==> src/rtl/fzpc_pkg.sv <==
// ----------------------------------------------------------------------------
// fzpc_pkg
// Shared types, widths and codes for the forbidden zone polygon check core.
// ----------------------------------------------------------------------------
package fzpc_pkg;

   // default table sizes
   localparam int MAX_VERTICES_DEF = 64;
   localparam int MAX_ZONES_DEF    = 8;

   // field widths
   localparam int KIND_W = 2;
   localparam int AZ_W   = 16;
   localparam int EL_W   = 15;
   localparam int IDX_W  = 3;

   // width of one cross product
   localparam int PROD_W = AZ_W + EL_W + 2;

   // item kinds; the fourth code means nothing
   typedef enum logic [KIND_W-1:0] {
      KIND_CLEAR  = 2'd0,
      KIND_APPEND = 2'd1,
      KIND_QUERY  = 2'd2
   } kind_type;

   // result status codes
   localparam logic STATUS_OK   = 1'b0;
   localparam logic STATUS_FULL = 1'b1;

   // control states
   typedef enum logic [1:0] {
      ST_IDLE,
      ST_QUERY,
      ST_FINISH
   } state_type;

   // one stored vertex, closes marks the last vertex of a zone
   typedef struct packed {
      logic                   closes;
      logic signed [EL_W-1:0] el;
      logic [AZ_W-1:0]        az;
   } vertex_type;

   // one edge handed to the edge test unit
   typedef struct packed {
      logic       valid;
      logic       last;
      vertex_type a;
      vertex_type b;
   } edge_type;

   // edge test outcome and pipeline occupancy
   typedef struct packed {
      logic valid;
      logic last;
      logic hit;
      logic busy;
   } cross_type;

endpackage

==> src/rtl/fzpc_ifs.sv <==
// ----------------------------------------------------------------------------
// fzpc_ifs
// Valid/ready channels for query and load items and for their results.
// ----------------------------------------------------------------------------
interface fzpc_req_if;
   logic                                valid;
   logic                                ready;
   logic [fzpc_pkg::KIND_W-1:0]         kind;
   logic [fzpc_pkg::AZ_W-1:0]           azimuth;
   logic signed [fzpc_pkg::EL_W-1:0]    elevation;
   logic                                closes_zone;

   modport source (output valid, kind, azimuth, elevation, closes_zone, input ready);
   modport sink   (input valid, kind, azimuth, elevation, closes_zone, output ready);
endinterface

interface fzpc_rsp_if;
   logic                         valid;
   logic                         ready;
   logic                         in_zone;
   logic [fzpc_pkg::IDX_W-1:0]   zone_index;
   logic                         status;

   modport source (output valid, in_zone, zone_index, status, input ready);
   modport sink   (input valid, in_zone, zone_index, status, output ready);
endinterface

==> src/rtl/fzpc_ram.sv <==
// ----------------------------------------------------------------------------
// fzpc_ram
// Generic single write port, single read port RAM with registered read data.
// ----------------------------------------------------------------------------
module fzpc_ram #(
   parameter int  WIDTH  = 32,
   parameter int  DEPTH  = 64,
   localparam int ADDR_W = (DEPTH > 1) ? $clog2(DEPTH) : 1
) (
   input  logic              clock,
   input  logic              wr_en,
   input  logic [ADDR_W-1:0] wr_addr,
   input  logic [WIDTH-1:0]  wr_data,
   input  logic              rd_en,
   input  logic [ADDR_W-1:0] rd_addr,
   output logic [WIDTH-1:0]  rd_data
);

   logic [WIDTH-1:0] mem_ff [DEPTH];
   logic [WIDTH-1:0] rd_data_ff;

   // write port
   always_ff @(posedge clock) begin
      if (wr_en) begin
         mem_ff[wr_addr] <= wr_data;
      end
   end

   // registered read port
   always_ff @(posedge clock) begin
      if (rd_en) begin
         rd_data_ff <= mem_ff[rd_addr];
      end
   end

   assign rd_data = rd_data_ff;

endmodule

==> src/rtl/fzpc_edge_unit.sv <==
// ----------------------------------------------------------------------------
// fzpc_edge_unit
// Pipelined even-odd ray crossing test of one polygon edge per cycle.
// ----------------------------------------------------------------------------
module fzpc_edge_unit (
   input  logic                              clock,
   input  logic                              reset,
   input  logic                              flush,
   input  logic [fzpc_pkg::AZ_W-1:0]         p_az,
   input  logic signed [fzpc_pkg::EL_W-1:0]  p_el,
   input  fzpc_pkg::edge_type                edge_in,
   output fzpc_pkg::cross_type               cross_out
);

   localparam int AZ_W   = fzpc_pkg::AZ_W;
   localparam int EL_W   = fzpc_pkg::EL_W;
   localparam int PROD_W = fzpc_pkg::PROD_W;

   // stage 1: side test and differences
   logic                 e1_valid_ff, e1_valid_in;
   logic                 e1_last_ff;
   logic                 e1_side_ff, e1_side_in;
   logic signed [AZ_W:0] e1_dx_ff, e1_dx_in;
   logic signed [AZ_W:0] e1_ax_ff, e1_ax_in;
   logic signed [EL_W:0] e1_d_ff, e1_d_in;
   logic signed [EL_W:0] e1_dy_ff, e1_dy_in;

   // stage 2: cross products
   logic                     e2_valid_ff, e2_valid_in;
   logic                     e2_last_ff;
   logic                     e2_side_ff;
   logic                     e2_dneg_ff;
   logic signed [PROD_W-1:0] e2_lhs_ff;
   logic signed [PROD_W-1:0] e2_rhs_ff;

   logic cross_hit;

   always_comb begin
      e1_valid_in = edge_in.valid && !flush;
      e1_side_in  = (edge_in.a.el > p_el) != (edge_in.b.el > p_el);
      e1_dx_in    = {1'b0, p_az} - {1'b0, edge_in.a.az};
      e1_ax_in    = {1'b0, edge_in.b.az} - {1'b0, edge_in.a.az};
      e1_d_in     = {edge_in.b.el[EL_W-1], edge_in.b.el}
                  - {edge_in.a.el[EL_W-1], edge_in.a.el};
      e1_dy_in    = {p_el[EL_W-1], p_el} - {edge_in.a.el[EL_W-1], edge_in.a.el};
      e2_valid_in = e1_valid_ff && !flush;
   end

   // valid bits
   always_ff @(posedge clock) begin
      if (reset) begin
         e1_valid_ff <= 1'b0;
         e2_valid_ff <= 1'b0;
      end else begin
         e1_valid_ff <= e1_valid_in;
         e2_valid_ff <= e2_valid_in;
      end
   end

   // datapath registers
   always_ff @(posedge clock) begin
      e1_last_ff <= edge_in.last;
      e1_side_ff <= e1_side_in;
      e1_dx_ff   <= e1_dx_in;
      e1_ax_ff   <= e1_ax_in;
      e1_d_ff    <= e1_d_in;
      e1_dy_ff   <= e1_dy_in;
      e2_last_ff <= e1_last_ff;
      e2_side_ff <= e1_side_ff;
      e2_dneg_ff <= e1_d_ff[EL_W];
      e2_lhs_ff  <= e1_dx_ff * e1_d_ff;
      e2_rhs_ff  <= e1_ax_ff * e1_dy_ff;
   end

   // point lies left of the crossing, compare flips for a falling edge
   always_comb begin
      if (e2_dneg_ff) begin
         cross_hit = e2_side_ff && (e2_lhs_ff > e2_rhs_ff);
      end else begin
         cross_hit = e2_side_ff && (e2_lhs_ff < e2_rhs_ff);
      end
   end

   assign cross_out.valid = e2_valid_ff;
   assign cross_out.last  = e2_last_ff;
   assign cross_out.hit   = cross_hit;
   assign cross_out.busy  = e1_valid_ff || e2_valid_ff;

endmodule

==> src/rtl/forbidden_zone_polygon_check_core.sv <==
// ----------------------------------------------------------------------------
// forbidden_zone_polygon_check_core
// Forbidden zone table with even-odd point in polygon test over stored edges.
// ----------------------------------------------------------------------------
// every item leaves its result in a holding register, which is loaded into
// the output register once that is free; a query reads the vertices of the
// closed zones in order and ends on the first zone whose last edge shows the
// point inside, else once the walk and the edge unit are empty
// one item at a time; a new item is taken while a result waits
// reset: tables empty at once, vertex RAM contents are not cleared
module forbidden_zone_polygon_check_core #(
   parameter int MAX_VERTICES = fzpc_pkg::MAX_VERTICES_DEF,
   parameter int MAX_ZONES    = fzpc_pkg::MAX_ZONES_DEF
) (
   input  logic       clock,
   input  logic       reset,
   fzpc_req_if.sink   req_ch,
   fzpc_rsp_if.source rsp_ch
);

   localparam int VAW   = $clog2(MAX_VERTICES);
   localparam int VCW   = $clog2(MAX_VERTICES + 1);
   localparam int ZCW   = $clog2(MAX_ZONES + 1);
   localparam int IDX_W = fzpc_pkg::IDX_W;
   localparam int AZ_W  = fzpc_pkg::AZ_W;
   localparam int EL_W  = fzpc_pkg::EL_W;
   localparam int VTX_W = $bits(fzpc_pkg::vertex_type);

   // control state
   fzpc_pkg::state_type state_ff, state_in;
   logic [VCW-1:0] vcount_ff, vcount_in;
   logic [ZCW-1:0] zcount_ff, zcount_in;
   logic [VCW-1:0] open_start_ff, open_start_in;

   // query point
   logic [AZ_W-1:0]        p_az_ff, p_az_in;
   logic signed [EL_W-1:0] p_el_ff, p_el_in;

   // pending result and output register
   logic             res_hit_ff, res_hit_in;
   logic [IDX_W-1:0] res_idx_ff, res_idx_in;
   logic             res_status_ff, res_status_in;
   logic             rsp_valid_ff, rsp_valid_in;
   logic             rsp_hit_ff, rsp_hit_in;
   logic [IDX_W-1:0] rsp_idx_ff, rsp_idx_in;
   logic             rsp_status_ff, rsp_status_in;

   // vertex walk
   logic [VCW-1:0]       rd_addr_ff, rd_addr_in;
   logic                 rd_valid_ff, rd_valid_in;
   logic                 is_first_ff, is_first_in;
   logic                 wrap_pend_ff, wrap_pend_in;
   logic                 parity_ff, parity_in;
   logic [ZCW-1:0]       zone_cnt_ff, zone_cnt_in;
   fzpc_pkg::vertex_type first_vtx_ff, first_vtx_in;
   fzpc_pkg::vertex_type prev_vtx_ff, prev_vtx_in;
   fzpc_pkg::vertex_type wrap_a_ff, wrap_a_in;
   fzpc_pkg::vertex_type wrap_b_ff, wrap_b_in;

   // RAM and edge unit hookup
   logic                 ram_wr_en;
   logic                 ram_rd_en;
   logic [VTX_W-1:0]     ram_rd_data;
   fzpc_pkg::vertex_type new_vtx;
   fzpc_pkg::vertex_type cur_vtx;
   fzpc_pkg::edge_type   edge_sel;
   fzpc_pkg::cross_type  cross_res;

   logic accept;
   logic in_query;
   logic table_full;
   logic load_rsp;
   logic walk_done;

   assign accept     = req_ch.valid && req_ch.ready;
   assign in_query   = (state_ff == fzpc_pkg::ST_QUERY);
   assign table_full = (vcount_ff >= VCW'(MAX_VERTICES)) || (zcount_ff >= ZCW'(MAX_ZONES));
   assign cur_vtx    = fzpc_pkg::vertex_type'(ram_rd_data);

   assign new_vtx.closes = req_ch.closes_zone;
   assign new_vtx.el     = req_ch.elevation;
   assign new_vtx.az     = req_ch.azimuth;

   // vertex store; appends happen only while idle and the walk only while
   // querying, so a write and a read never meet at one entry
   fzpc_ram #(
      .WIDTH (VTX_W),
      .DEPTH (MAX_VERTICES)
   ) u_vtx_ram (
      .clock   (clock),
      .wr_en   (ram_wr_en),
      .wr_addr (vcount_ff[VAW-1:0]),
      .wr_data (new_vtx),
      .rd_en   (ram_rd_en),
      .rd_addr (rd_addr_ff[VAW-1:0]),
      .rd_data (ram_rd_data)
   );

   // the vertex after a closing vertex starts a zone and makes no edge,
   // so the wrap edge takes that slot
   always_comb begin
      edge_sel.a = prev_vtx_ff;
      edge_sel.b = cur_vtx;
      edge_sel.last  = 1'b0;
      edge_sel.valid = in_query && rd_valid_ff && !is_first_ff;
      if (wrap_pend_ff) begin
         edge_sel.a     = wrap_a_ff;
         edge_sel.b     = wrap_b_ff;
         edge_sel.last  = 1'b1;
         edge_sel.valid = in_query;
      end
   end

   fzpc_edge_unit u_edge (
      .clock     (clock),
      .reset     (reset),
      .flush     (!in_query),
      .p_az      (p_az_ff),
      .p_el      (p_el_ff),
      .edge_in   (edge_sel),
      .cross_out (cross_res)
   );

   assign walk_done = (rd_addr_ff == open_start_ff) && !rd_valid_ff && !wrap_pend_ff
                    && !cross_res.busy;
   assign load_rsp  = (state_ff == fzpc_pkg::ST_FINISH) && (!rsp_valid_ff || rsp_ch.ready);

   // next state and datapath control
   always_comb begin
      state_in      = state_ff;
      vcount_in     = vcount_ff;
      zcount_in     = zcount_ff;
      open_start_in = open_start_ff;
      p_az_in       = p_az_ff;
      p_el_in       = p_el_ff;
      res_hit_in    = res_hit_ff;
      res_idx_in    = res_idx_ff;
      res_status_in = res_status_ff;
      rd_addr_in    = rd_addr_ff;
      rd_valid_in   = 1'b0;
      is_first_in   = is_first_ff;
      wrap_pend_in  = 1'b0;
      parity_in     = parity_ff;
      zone_cnt_in   = zone_cnt_ff;
      first_vtx_in  = first_vtx_ff;
      prev_vtx_in   = prev_vtx_ff;
      wrap_a_in     = wrap_a_ff;
      wrap_b_in     = wrap_b_ff;
      ram_wr_en     = 1'b0;
      ram_rd_en     = 1'b0;

      unique case (state_ff)
         fzpc_pkg::ST_IDLE: begin
            if (accept) begin
               res_hit_in    = 1'b0;
               res_idx_in    = '0;
               res_status_in = fzpc_pkg::STATUS_OK;
               state_in      = fzpc_pkg::ST_FINISH;
               unique case (fzpc_pkg::kind_type'(req_ch.kind))
                  fzpc_pkg::KIND_CLEAR: begin
                     vcount_in     = '0;
                     zcount_in     = '0;
                     open_start_in = '0;
                  end
                  fzpc_pkg::KIND_APPEND: begin
                     if (table_full) begin
                        res_status_in = fzpc_pkg::STATUS_FULL;
                     end else begin
                        ram_wr_en = 1'b1;
                        vcount_in = vcount_ff + 1'b1;
                        if (req_ch.closes_zone) begin
                           zcount_in     = zcount_ff + 1'b1;
                           open_start_in = vcount_ff + 1'b1;
                        end
                     end
                  end
                  fzpc_pkg::KIND_QUERY: begin
                     p_az_in     = req_ch.azimuth;
                     p_el_in     = req_ch.elevation;
                     rd_addr_in  = '0;
                     is_first_in = 1'b1;
                     parity_in   = 1'b0;
                     zone_cnt_in = '0;
                     state_in    = fzpc_pkg::ST_QUERY;
                  end
                  default: begin
                  end
               endcase
            end
         end

         fzpc_pkg::ST_QUERY: begin
            // issue one vertex read per cycle over the closed zones
            if (rd_addr_ff < open_start_ff) begin
               ram_rd_en   = 1'b1;
               rd_valid_in = 1'b1;
               rd_addr_in  = rd_addr_ff + 1'b1;
            end
            // vertex arrives: track zone start, previous vertex, wrap edge
            if (rd_valid_ff) begin
               prev_vtx_in  = cur_vtx;
               is_first_in  = cur_vtx.closes;
               wrap_pend_in = cur_vtx.closes;
               wrap_a_in    = cur_vtx;
               wrap_b_in    = is_first_ff ? cur_vtx : first_vtx_ff;
               if (is_first_ff) begin
                  first_vtx_in = cur_vtx;
               end
            end
            // crossing parity per zone
            if (cross_res.valid) begin
               if (cross_res.last) begin
                  parity_in   = 1'b0;
                  zone_cnt_in = zone_cnt_ff + 1'b1;
               end else begin
                  parity_in = parity_ff ^ cross_res.hit;
               end
            end
            if (cross_res.valid && cross_res.last && (parity_ff ^ cross_res.hit)) begin
               res_hit_in = 1'b1;
               res_idx_in = IDX_W'(zone_cnt_ff);
               state_in   = fzpc_pkg::ST_FINISH;
            end else if (walk_done) begin
               res_hit_in = 1'b0;
               res_idx_in = '0;
               state_in   = fzpc_pkg::ST_FINISH;
            end
         end

         fzpc_pkg::ST_FINISH: begin
            if (load_rsp) begin
               state_in = fzpc_pkg::ST_IDLE;
            end
         end

         default: begin
            state_in = fzpc_pkg::ST_IDLE;
         end
      endcase
   end

   // output register
   always_comb begin
      rsp_valid_in  = rsp_valid_ff && !rsp_ch.ready;
      rsp_hit_in    = rsp_hit_ff;
      rsp_idx_in    = rsp_idx_ff;
      rsp_status_in = rsp_status_ff;
      if (load_rsp) begin
         rsp_valid_in  = 1'b1;
         rsp_hit_in    = res_hit_ff;
         rsp_idx_in    = res_idx_ff;
         rsp_status_in = res_status_ff;
      end
   end

   // control registers
   always_ff @(posedge clock) begin
      if (reset) begin
         state_ff      <= fzpc_pkg::ST_IDLE;
         vcount_ff     <= '0;
         zcount_ff     <= '0;
         open_start_ff <= '0;
         rd_valid_ff   <= 1'b0;
         wrap_pend_ff  <= 1'b0;
         rsp_valid_ff  <= 1'b0;
      end else begin
         state_ff      <= state_in;
         vcount_ff     <= vcount_in;
         zcount_ff     <= zcount_in;
         open_start_ff <= open_start_in;
         rd_valid_ff   <= rd_valid_in;
         wrap_pend_ff  <= wrap_pend_in;
         rsp_valid_ff  <= rsp_valid_in;
      end
   end

   // payload and walk registers
   always_ff @(posedge clock) begin
      p_az_ff       <= p_az_in;
      p_el_ff       <= p_el_in;
      res_hit_ff    <= res_hit_in;
      res_idx_ff    <= res_idx_in;
      res_status_ff <= res_status_in;
      rsp_hit_ff    <= rsp_hit_in;
      rsp_idx_ff    <= rsp_idx_in;
      rsp_status_ff <= rsp_status_in;
      rd_addr_ff    <= rd_addr_in;
      is_first_ff   <= is_first_in;
      parity_ff     <= parity_in;
      zone_cnt_ff   <= zone_cnt_in;
      first_vtx_ff  <= first_vtx_in;
      prev_vtx_ff   <= prev_vtx_in;
      wrap_a_ff     <= wrap_a_in;
      wrap_b_ff     <= wrap_b_in;
   end

   assign req_ch.ready      = (state_ff == fzpc_pkg::ST_IDLE);
   assign rsp_ch.valid      = rsp_valid_ff;
   assign rsp_ch.in_zone    = rsp_hit_ff;
   assign rsp_ch.zone_index = rsp_idx_ff;
   assign rsp_ch.status     = rsp_status_ff;

endmodule

==> src/flat_wrapper.sv <==
// flat-port wrapper written by rule: the top's interface ports become plain ports
module forbidden_zone_polygon_check_core_flat 
#(
   parameter int MAX_VERTICES = fzpc_pkg::MAX_VERTICES_DEF,
   parameter int MAX_ZONES    = fzpc_pkg::MAX_ZONES_DEF
)
  (clock, reset, req_ch_valid, req_ch_kind, req_ch_azimuth, req_ch_elevation, req_ch_closes_zone, req_ch_ready, rsp_ch_valid, rsp_ch_in_zone, rsp_ch_zone_index, rsp_ch_status, rsp_ch_ready);
  fzpc_req_if req_ch_i ();
  fzpc_rsp_if rsp_ch_i ();
  input  logic clock;
  input  logic reset;
  input wire logic [$bits(req_ch_i.valid)-1:0] req_ch_valid;
  input wire logic [$bits(req_ch_i.kind)-1:0] req_ch_kind;
  input wire logic [$bits(req_ch_i.azimuth)-1:0] req_ch_azimuth;
  input wire logic [$bits(req_ch_i.elevation)-1:0] req_ch_elevation;
  input wire logic [$bits(req_ch_i.closes_zone)-1:0] req_ch_closes_zone;
  output wire logic [$bits(req_ch_i.ready)-1:0] req_ch_ready;
  output wire logic [$bits(rsp_ch_i.valid)-1:0] rsp_ch_valid;
  output wire logic [$bits(rsp_ch_i.in_zone)-1:0] rsp_ch_in_zone;
  output wire logic [$bits(rsp_ch_i.zone_index)-1:0] rsp_ch_zone_index;
  output wire logic [$bits(rsp_ch_i.status)-1:0] rsp_ch_status;
  input wire logic [$bits(rsp_ch_i.ready)-1:0] rsp_ch_ready;
  assign req_ch_i.valid = req_ch_valid;
  assign req_ch_i.kind = req_ch_kind;
  assign req_ch_i.azimuth = req_ch_azimuth;
  assign req_ch_i.elevation = req_ch_elevation;
  assign req_ch_i.closes_zone = req_ch_closes_zone;
  assign req_ch_ready = req_ch_i.ready;
  assign rsp_ch_valid = rsp_ch_i.valid;
  assign rsp_ch_in_zone = rsp_ch_i.in_zone;
  assign rsp_ch_zone_index = rsp_ch_i.zone_index;
  assign rsp_ch_status = rsp_ch_i.status;
  assign rsp_ch_i.ready = rsp_ch_ready;
  forbidden_zone_polygon_check_core #(.MAX_VERTICES(MAX_VERTICES), .MAX_ZONES(MAX_ZONES)) u_core (.clock(clock), .reset(reset), .req_ch(req_ch_i), .rsp_ch(rsp_ch_i));
endmodule
==> config.mk <==
export PLATFORM = sky130hd
export DESIGN_NAME = forbidden_zone_polygon_check_core_flat
export DESIGN_NICKNAME = d
export VERILOG_FILES = /design/src/rtl/fzpc_pkg.sv /design/src/rtl/fzpc_ifs.sv /design/src/rtl/fzpc_ram.sv /design/src/rtl/fzpc_edge_unit.sv /design/src/rtl/forbidden_zone_polygon_check_core.sv /design/src/flat_wrapper.sv
export SDC_FILE = /design/constraint.sdc
export NUM_CORES = 2
export LEC_CHECK = 0
export BUFFER_PORTS_ARGS = -buffer_cell sky130_fd_sc_hd__buf_2
export CAP_MARGIN = 0
export CORE_UTILIZATION = 57
export CTS_BUF_LIST = sky130_fd_sc_hd__clkbuf_8
export DETAILED_ROUTE_END_ITERATION = 10
export PLACE_DENSITY = 0.73
export SLEW_MARGIN = 0
export SYNTH_ARGS = -nofsm -noshare
export SYNTH_HDL_FRONTEND = slang
export SYNTH_SLANG_ARGS = --single-unit
export TNS_END_PERCENT = 5
==> constraint.sdc <==
create_clock -name clock -period 7.1 [get_ports clock]
set_input_delay 0.355 -clock clock [delete_from_list [all_inputs] [get_ports clock]]
set_output_delay 0.355 -clock clock [all_outputs]
set_load 0.01 [all_outputs]
-- Word level (Yosys, flattened, before mapping)
Memory sizes are Yosys's and may differ from the RTL's. A register that Yosys moved wholly into a read port is not among the register bits.
Index checks and enable logic that the tools add are counted.
Widths: inputs -> output; s select.
- input port bits: 38
- output and inout bits: 7
- register bits: 280
- logic and storage cells: 167
- memories: 1
- bits in writable memories: 2048
- memories (name ; depth ; bits a word ; read ports ; clocked after Yosys merged registers in ; wr ports ; line ; RTL):
    u_core.u_vtx_ram.mem_ff ; 64 ; 32 ; 1 ; 1 ; 1 ; fzpc_ram.sv:19 ; logic [WIDTH-1:0] mem_ff [DEPTH];
- add/sub/neg operators: 8
- equal/unequal tests: 16
- multiply operators: 2
- multiplexer cells: 52
- bitwise gates (word level): 3
- $lt $le $gt $ge: 7
- reductions and logical operators: 40
- operators with widths (kind ; number):
    $mul 17x16->33 ; 2
    $mux 66 ; 1
    $mux 7 ; 6
    $pmux 7 s2 ; 3
    $sub 16x16->17 ; 2
    $gt 33x33->1 ; 1
    $lt 33x33->1 ; 1
    $sub 15x15->16 ; 2
    $gt 15x15->1 ; 2
    $mux 4 ; 6
    $mux 1 ; 21
    $pmux 4 s2 ; 2
    $reduce_and 4->1 ; 4
    $add 7x1->7 const B ; 2
    $logic_and 1x1->1 ; 14
    $ne 2x2->1 const B ; 7
    $reduce_and 3->1 ; 4
    $mux 2 ; 5
    $reduce_and 5->1 ; 2
    $mux 3 ; 3
    $add 4x1->4 const B ; 2
    $eq 7x7->1 ; 1
    $ge 7x7->1 const B ; 1
    $lt 7x7->1 ; 1
    other kinds (17) ; 33

-- Depth between registers and ports, before layout
- depth after elaboration: 8
- gate-level depth with buffers: 25
- mapped depth without buffers: 22

-- Modules after synthesis
From an unflattened synthesis, not the netlist that was laid out.
- cell total of the unflattened synthesis: 6703
- area total of the unflattened synthesis: 111928.6 µm²
- by module, submodules not included (module ; sequential area each (µm²) ; instances ; cells each ; area each (µm²)):
    fzpc_ram ; 62459.9 ; 1 ; 3323 ; 78838.1
    fzpc_edge_unit ; 2782.7 ; 1 ; 3020 ; 27601.5
    forbidden_zone_polygon_check_core ; 3973.8 ; 1 ; 360 ; 5489.0

-- Worst setup path before layout
No wires, ideal clock.
- path kind: reg-to-reg
- from: register u_core.u_edge.e1_dy_ff[7]
- to: register u_core.u_edge.e2_rhs_ff[32]
- period minus slack after synthesis: 6056 ps
- library setup time: 122 ps
- path buffers: 2
- cell stages (with the launch flop): 24
- data required time: 6978 ps
- setup slack: 1044 ps
- arrival time: 5934 ps
- cell sequence: dfxtp_1 -> clkbuf_1 -> clkbuf_1 -> nand2_1 -> fa_1 -> inv_1 -> fa_1 -> inv_1 -> fa_1 -> inv_1 -> fa_1 -> fa_1 -> inv_1 -> fa_1 -> inv_1 -> ha_1 -> a21o_1 -> a21oi_1 -> o211ai_1 -> nor3b_1 -> nor4_1 -> o2111ai_1 -> a21oi_1 -> a311o_1
- word-level cells in the longest chain between the ends: 1
- RTL lines (what ; line ; RTL):
    from (decl) ; fzpc_edge_unit.sv:26 ; logic signed [EL_W:0] e1_dy_ff, e1_dy_in;
    from (signal assigned) ; fzpc_edge_unit.sv:67 ; e1_dy_ff <= e1_dy_in;
    $mul 17x16->33 ; fzpc_edge_unit.sv:72 ; e2_rhs_ff <= e1_ax_ff * e1_dy_ff;
    to (signal assigned) ; fzpc_edge_unit.sv:72 ;
    to (decl) ; fzpc_edge_unit.sv:34 ; logic signed [PROD_W-1:0] e2_rhs_ff;
No other way between the ends.
A chain may end at the register's enable or synchronous reset.

-- Final worst setup path
- from: register u_core.u_edge.e1_dy_ff[3]
- to: register u_core.u_edge.e2_rhs_ff[32]
Same word-level chain as after synthesis.

==> impl_metrics.csv <==
group,metric,value,unit
critical_path,cp_max_fo,17,
finish,fillers,13409,
sta,tns,0,ns
route,via_per_inst,6.08,
synth,synth_compound_area_frac,0.0197,
floorplan,die_y,444,um
sta,worst_pin_slew,1.26,ns
floorplan,die-area,0.197,sq mm
sta,period_needed,6.76,ns
synth,ys_seq_area_frac,0.620,
placed_design,io_buffers,44,
clock_network,cts_setup_buffers,0,
synth,yosys.area_share.xor_xnor,0.00935,
clock_network,root_buffer,"clkbuf_8",
sta,fmax,0.148,GHz
finish,drive_gt1_frac,0.203,
clock_network,clock_path_buffers,4,
finish,multi_input_area,0.0390,sq mm
power,p_leak,43.9,nW
route,wl_per_cell,26.9,um
finish,seq_area,0.0692,sq mm
route,drtIter0Drc,6062,
route,drtPass1Iterations,6,
critical_path,arrival,7.64,ns
synth,synth_area_leaders,"edfxtp_1 59%, mux4_2 14%, fa_1 10%",
sta,setup_viol,0,
floorplan,rows,161,
route,ant_nets,0,
clock_network,cts_num_sinks,2357,
clock_network,h-tree-depth,5,
synth,ys_ff_latch,2357,
critical_path,crit_path_end_kind,"flip-flop",
floorplan,start_util,0.576,
global_route,antenna_found_initial,19,
global_route,grt_max_degree,116,
critical_path,required,7.98,ns
run_status,status,"finished, final reports clean",
synth,synth_top_family_by_area,"multiplexers",
sta,fin_crit_sh,0.953,
sta,slew_headroom,0.160,
synth,synthSimpleGateAreaFrac,0.0447,
critical_path,critPathKind,"reg2reg",
global_route,grt_pass1_wl,382000,um
clock_network,clk_latency,1.05,ns
route,drc_errors,0,
critical_path,start_kind,"flip-flop",
synth,synthArstFlopShare,0,
finish,fin_util,0.632,
sta,drv_slew,0,
synth,synth_top_cell_by_area,"edfxtp_1",
clock_network,cts_buffers,382,
power,power_density,344,mW/mm^2
synth,synth.net_count,7255,
synth,synth_top_area_frac,0.591,
route,drt-total-wl,255000,um
finish,area.growth.synth_to_final,9.71,%
finish,layout.nets,7566,
floorplan,die-width,444,um
sta,finalHoldViolCount,0,
clock_network,cts_tree,"yes",
flow_run,cap_violations,0,
synth,synth_cells,6369,
global_route,grt_pass1_vias,60209,
synth,yosys_warnings,0,
clock_network,clk_pin_slew,0.07,ns
route,vias,57598,
floorplan,floorplan.io_pins,45,
global_route,overflow,0,
synth,yosys_most_used_dff,"edfxtp_1",
synth,synth_edf_count,2195,
min_path,hold_path.class,"in2reg",
synth,netlist_area,0.111,sq mm
floorplan,coreArea,0.193,sq mm
sta,grt_setup_unrepaired,"false",
synth,yosysUniqueCellTypes,72,
synth,syn_avg_cell_area,17.5,sq um
global_route,track_usage,0.265,
synth,synth-adder-area-share,0.133,
sta,clock_skew,0.101,ns
power,vdd_drop_max,0.621,mV
placed_design,dp_hpwl,159000,um
synth,synthMuxAreaShare,0.139,
placed_design,gp_congestion,0.901,
[metal layers]
metal  routed length (um)  vias to the layer above  global-route usage  share of wire
met4                 7900                        4              0.0887          0.031
met1                99500                    30458               0.355           0.39
li1                     -                    24303                   -              -
met3                17200                      482              0.0417          0.067
met5                   24                        -                   0       0.000094
met2               130000                     2351               0.445           0.51
[flip-flops by register name (all words and copies together) (netlist names), 17 cells and up]
register / cells
u_core.u_edge.e1_dx_ff: 17
u_core.u_edge.e1_ax_ff: 17
u_core.u_vtx_ram.mem_ff: 2048
u_core.u_vtx_ram.rd_data: 32
u_core.first_vtx_ff: 31
u_core.u_edge.e2_rhs_ff: 33
u_core.u_edge.e2_lhs_ff: 33
u_core.prev_vtx_ff: 31
[where the power goes]
| part | internal (mW) | switching, mW |
|---|---|---|
| sequential | 15.6 | 0.163 |
| clock | 5.56 | 5.10 |
| combinational | 6.46 | 9.13 |
[synth_stat cells (37+ instances only)]
| cell | number |
|---|---|
| edfxtp_1 | 2195 |
| inv_1 | 736 |
| mux4_2 | 672 |
| fa_1 | 556 |
| nand2_1 | 328 |
| ha_1 | 292 |
| and2_1 | 273 |
| nor2_1 | 217 |
| clkbuf_1 | 184 |
| dfxtp_1 | 162 |
| a21oi_1 | 100 |
| xnor2_1 | 92 |
| nand3_1 | 41 |
| nor3_1 | 39 |
| o21ai_0 | 37 |
[cells in the final DEF (no fill, tap or decap), types with 27 or more instances in the layout]
cell type  instances
a21o_1            33
a21oi_1          100
and2_1           273
buf_2             44
buf_4            112
clkbuf_8         396
clkinv_1          72
clkinv_2          33
dfxtp_1          159
edfxtp_1        2195
fa_1             556
ha_1             292
inv_1            858
mux2_2            27
mux4_2           672
nand2_1          328
nand3_1           41
nor2_1           152
nor2_4            65
nor2b_1           30
nor3_1            38
o21ai_0           37
o21ai_1           28
xnor2_1           92
xor2_1            27
[final timing paths]
check                            start                               to  slack [ns]  cells past startpoint
min reg2reg   u_core.u_edge.e1_side_ff         u_core.u_edge.e2_side_ff        0.34                      0
max          u_core.u_edge.e1_dy_ff[3]      u_core.u_edge.e2_rhs_ff[32]        0.34                     20
max reg2reg  u_core.u_edge.e1_dy_ff[3]      u_core.u_edge.e2_rhs_ff[32]        0.34                     20
min                 req_ch_azimuth[11]  u_core.u_vtx_ram.mem_ff[60][11]         0.1                      1
[kinds of logic after synthesis]
logic type | Yosys count
multiplexers | 703
XOR/XNOR | 119
buffers and inverters | 988
adder cells (fa/ha/maj) | 848
AO/OA/AOI/OAI | 331
AND/OR/NAND/NOR | 1023
flip-flops | 2357
[through the flow]
step	cell area, sq um	hold WS, ns	power, mW	setup slack, ns	instances
2_1_floorplan	111000	0.310	27.3	1.04	6369
3_3_place_gp	115000	0.316	31.4	0.606	8811
3_5_place_dp	115000	0.313	31.8	0.389	8811
4_1_cts	122000	0.000654	42.4	0.347	9469
5_1_grt	122000	0.0786	44.8	0.0381	9473
6_report	122000	0.0968	42.0	0.336	9475
[what timing repair did]
action                                  4_1_cts  5_1_grt
hold buffers                                 11        0
hold endpoints to repair                     58        0
resized for setup                             0        2
endpoints found under the setup margin        0        1
[worst max-delay path: stages (launching register included)]
cell and delay, ns:
dfxtp_1 0.79, nand2_1 0.20, fa_1 0.55, fa_1 0.51, fa_1 0.52, inv_1 0.06, fa_1 0.49, fa_1 0.50
inv_1 0.05, fa_1 0.55, inv_1 0.06, ha_1 0.38, nand2_1 0.09, o211ai_1 0.21, nor3b_1 0.09, buf_4 0.16
nor4_1 0.41, o2111ai_1 0.26, a21oi_1 0.30, nor4b_1 0.11, a311o_1 0.35
[final cells by class]
| cell class | instances | share of cell area |
|---|---|---|
| inverters | 736 | 0.0226 |
| multi-input cells | 3024 | 0.319 |
| diodes | 6 | 0.000123 |
| repair buffers | 179 | 0.0115 |
| clock inverters | 251 | 0.0110 |
| clock buffers | 396 | 0.0446 |
| flip-flops and latches | 2357 | 0.566 |
| well taps | 2526 | 0.0258 |
(Power assumes the default switching activity.)
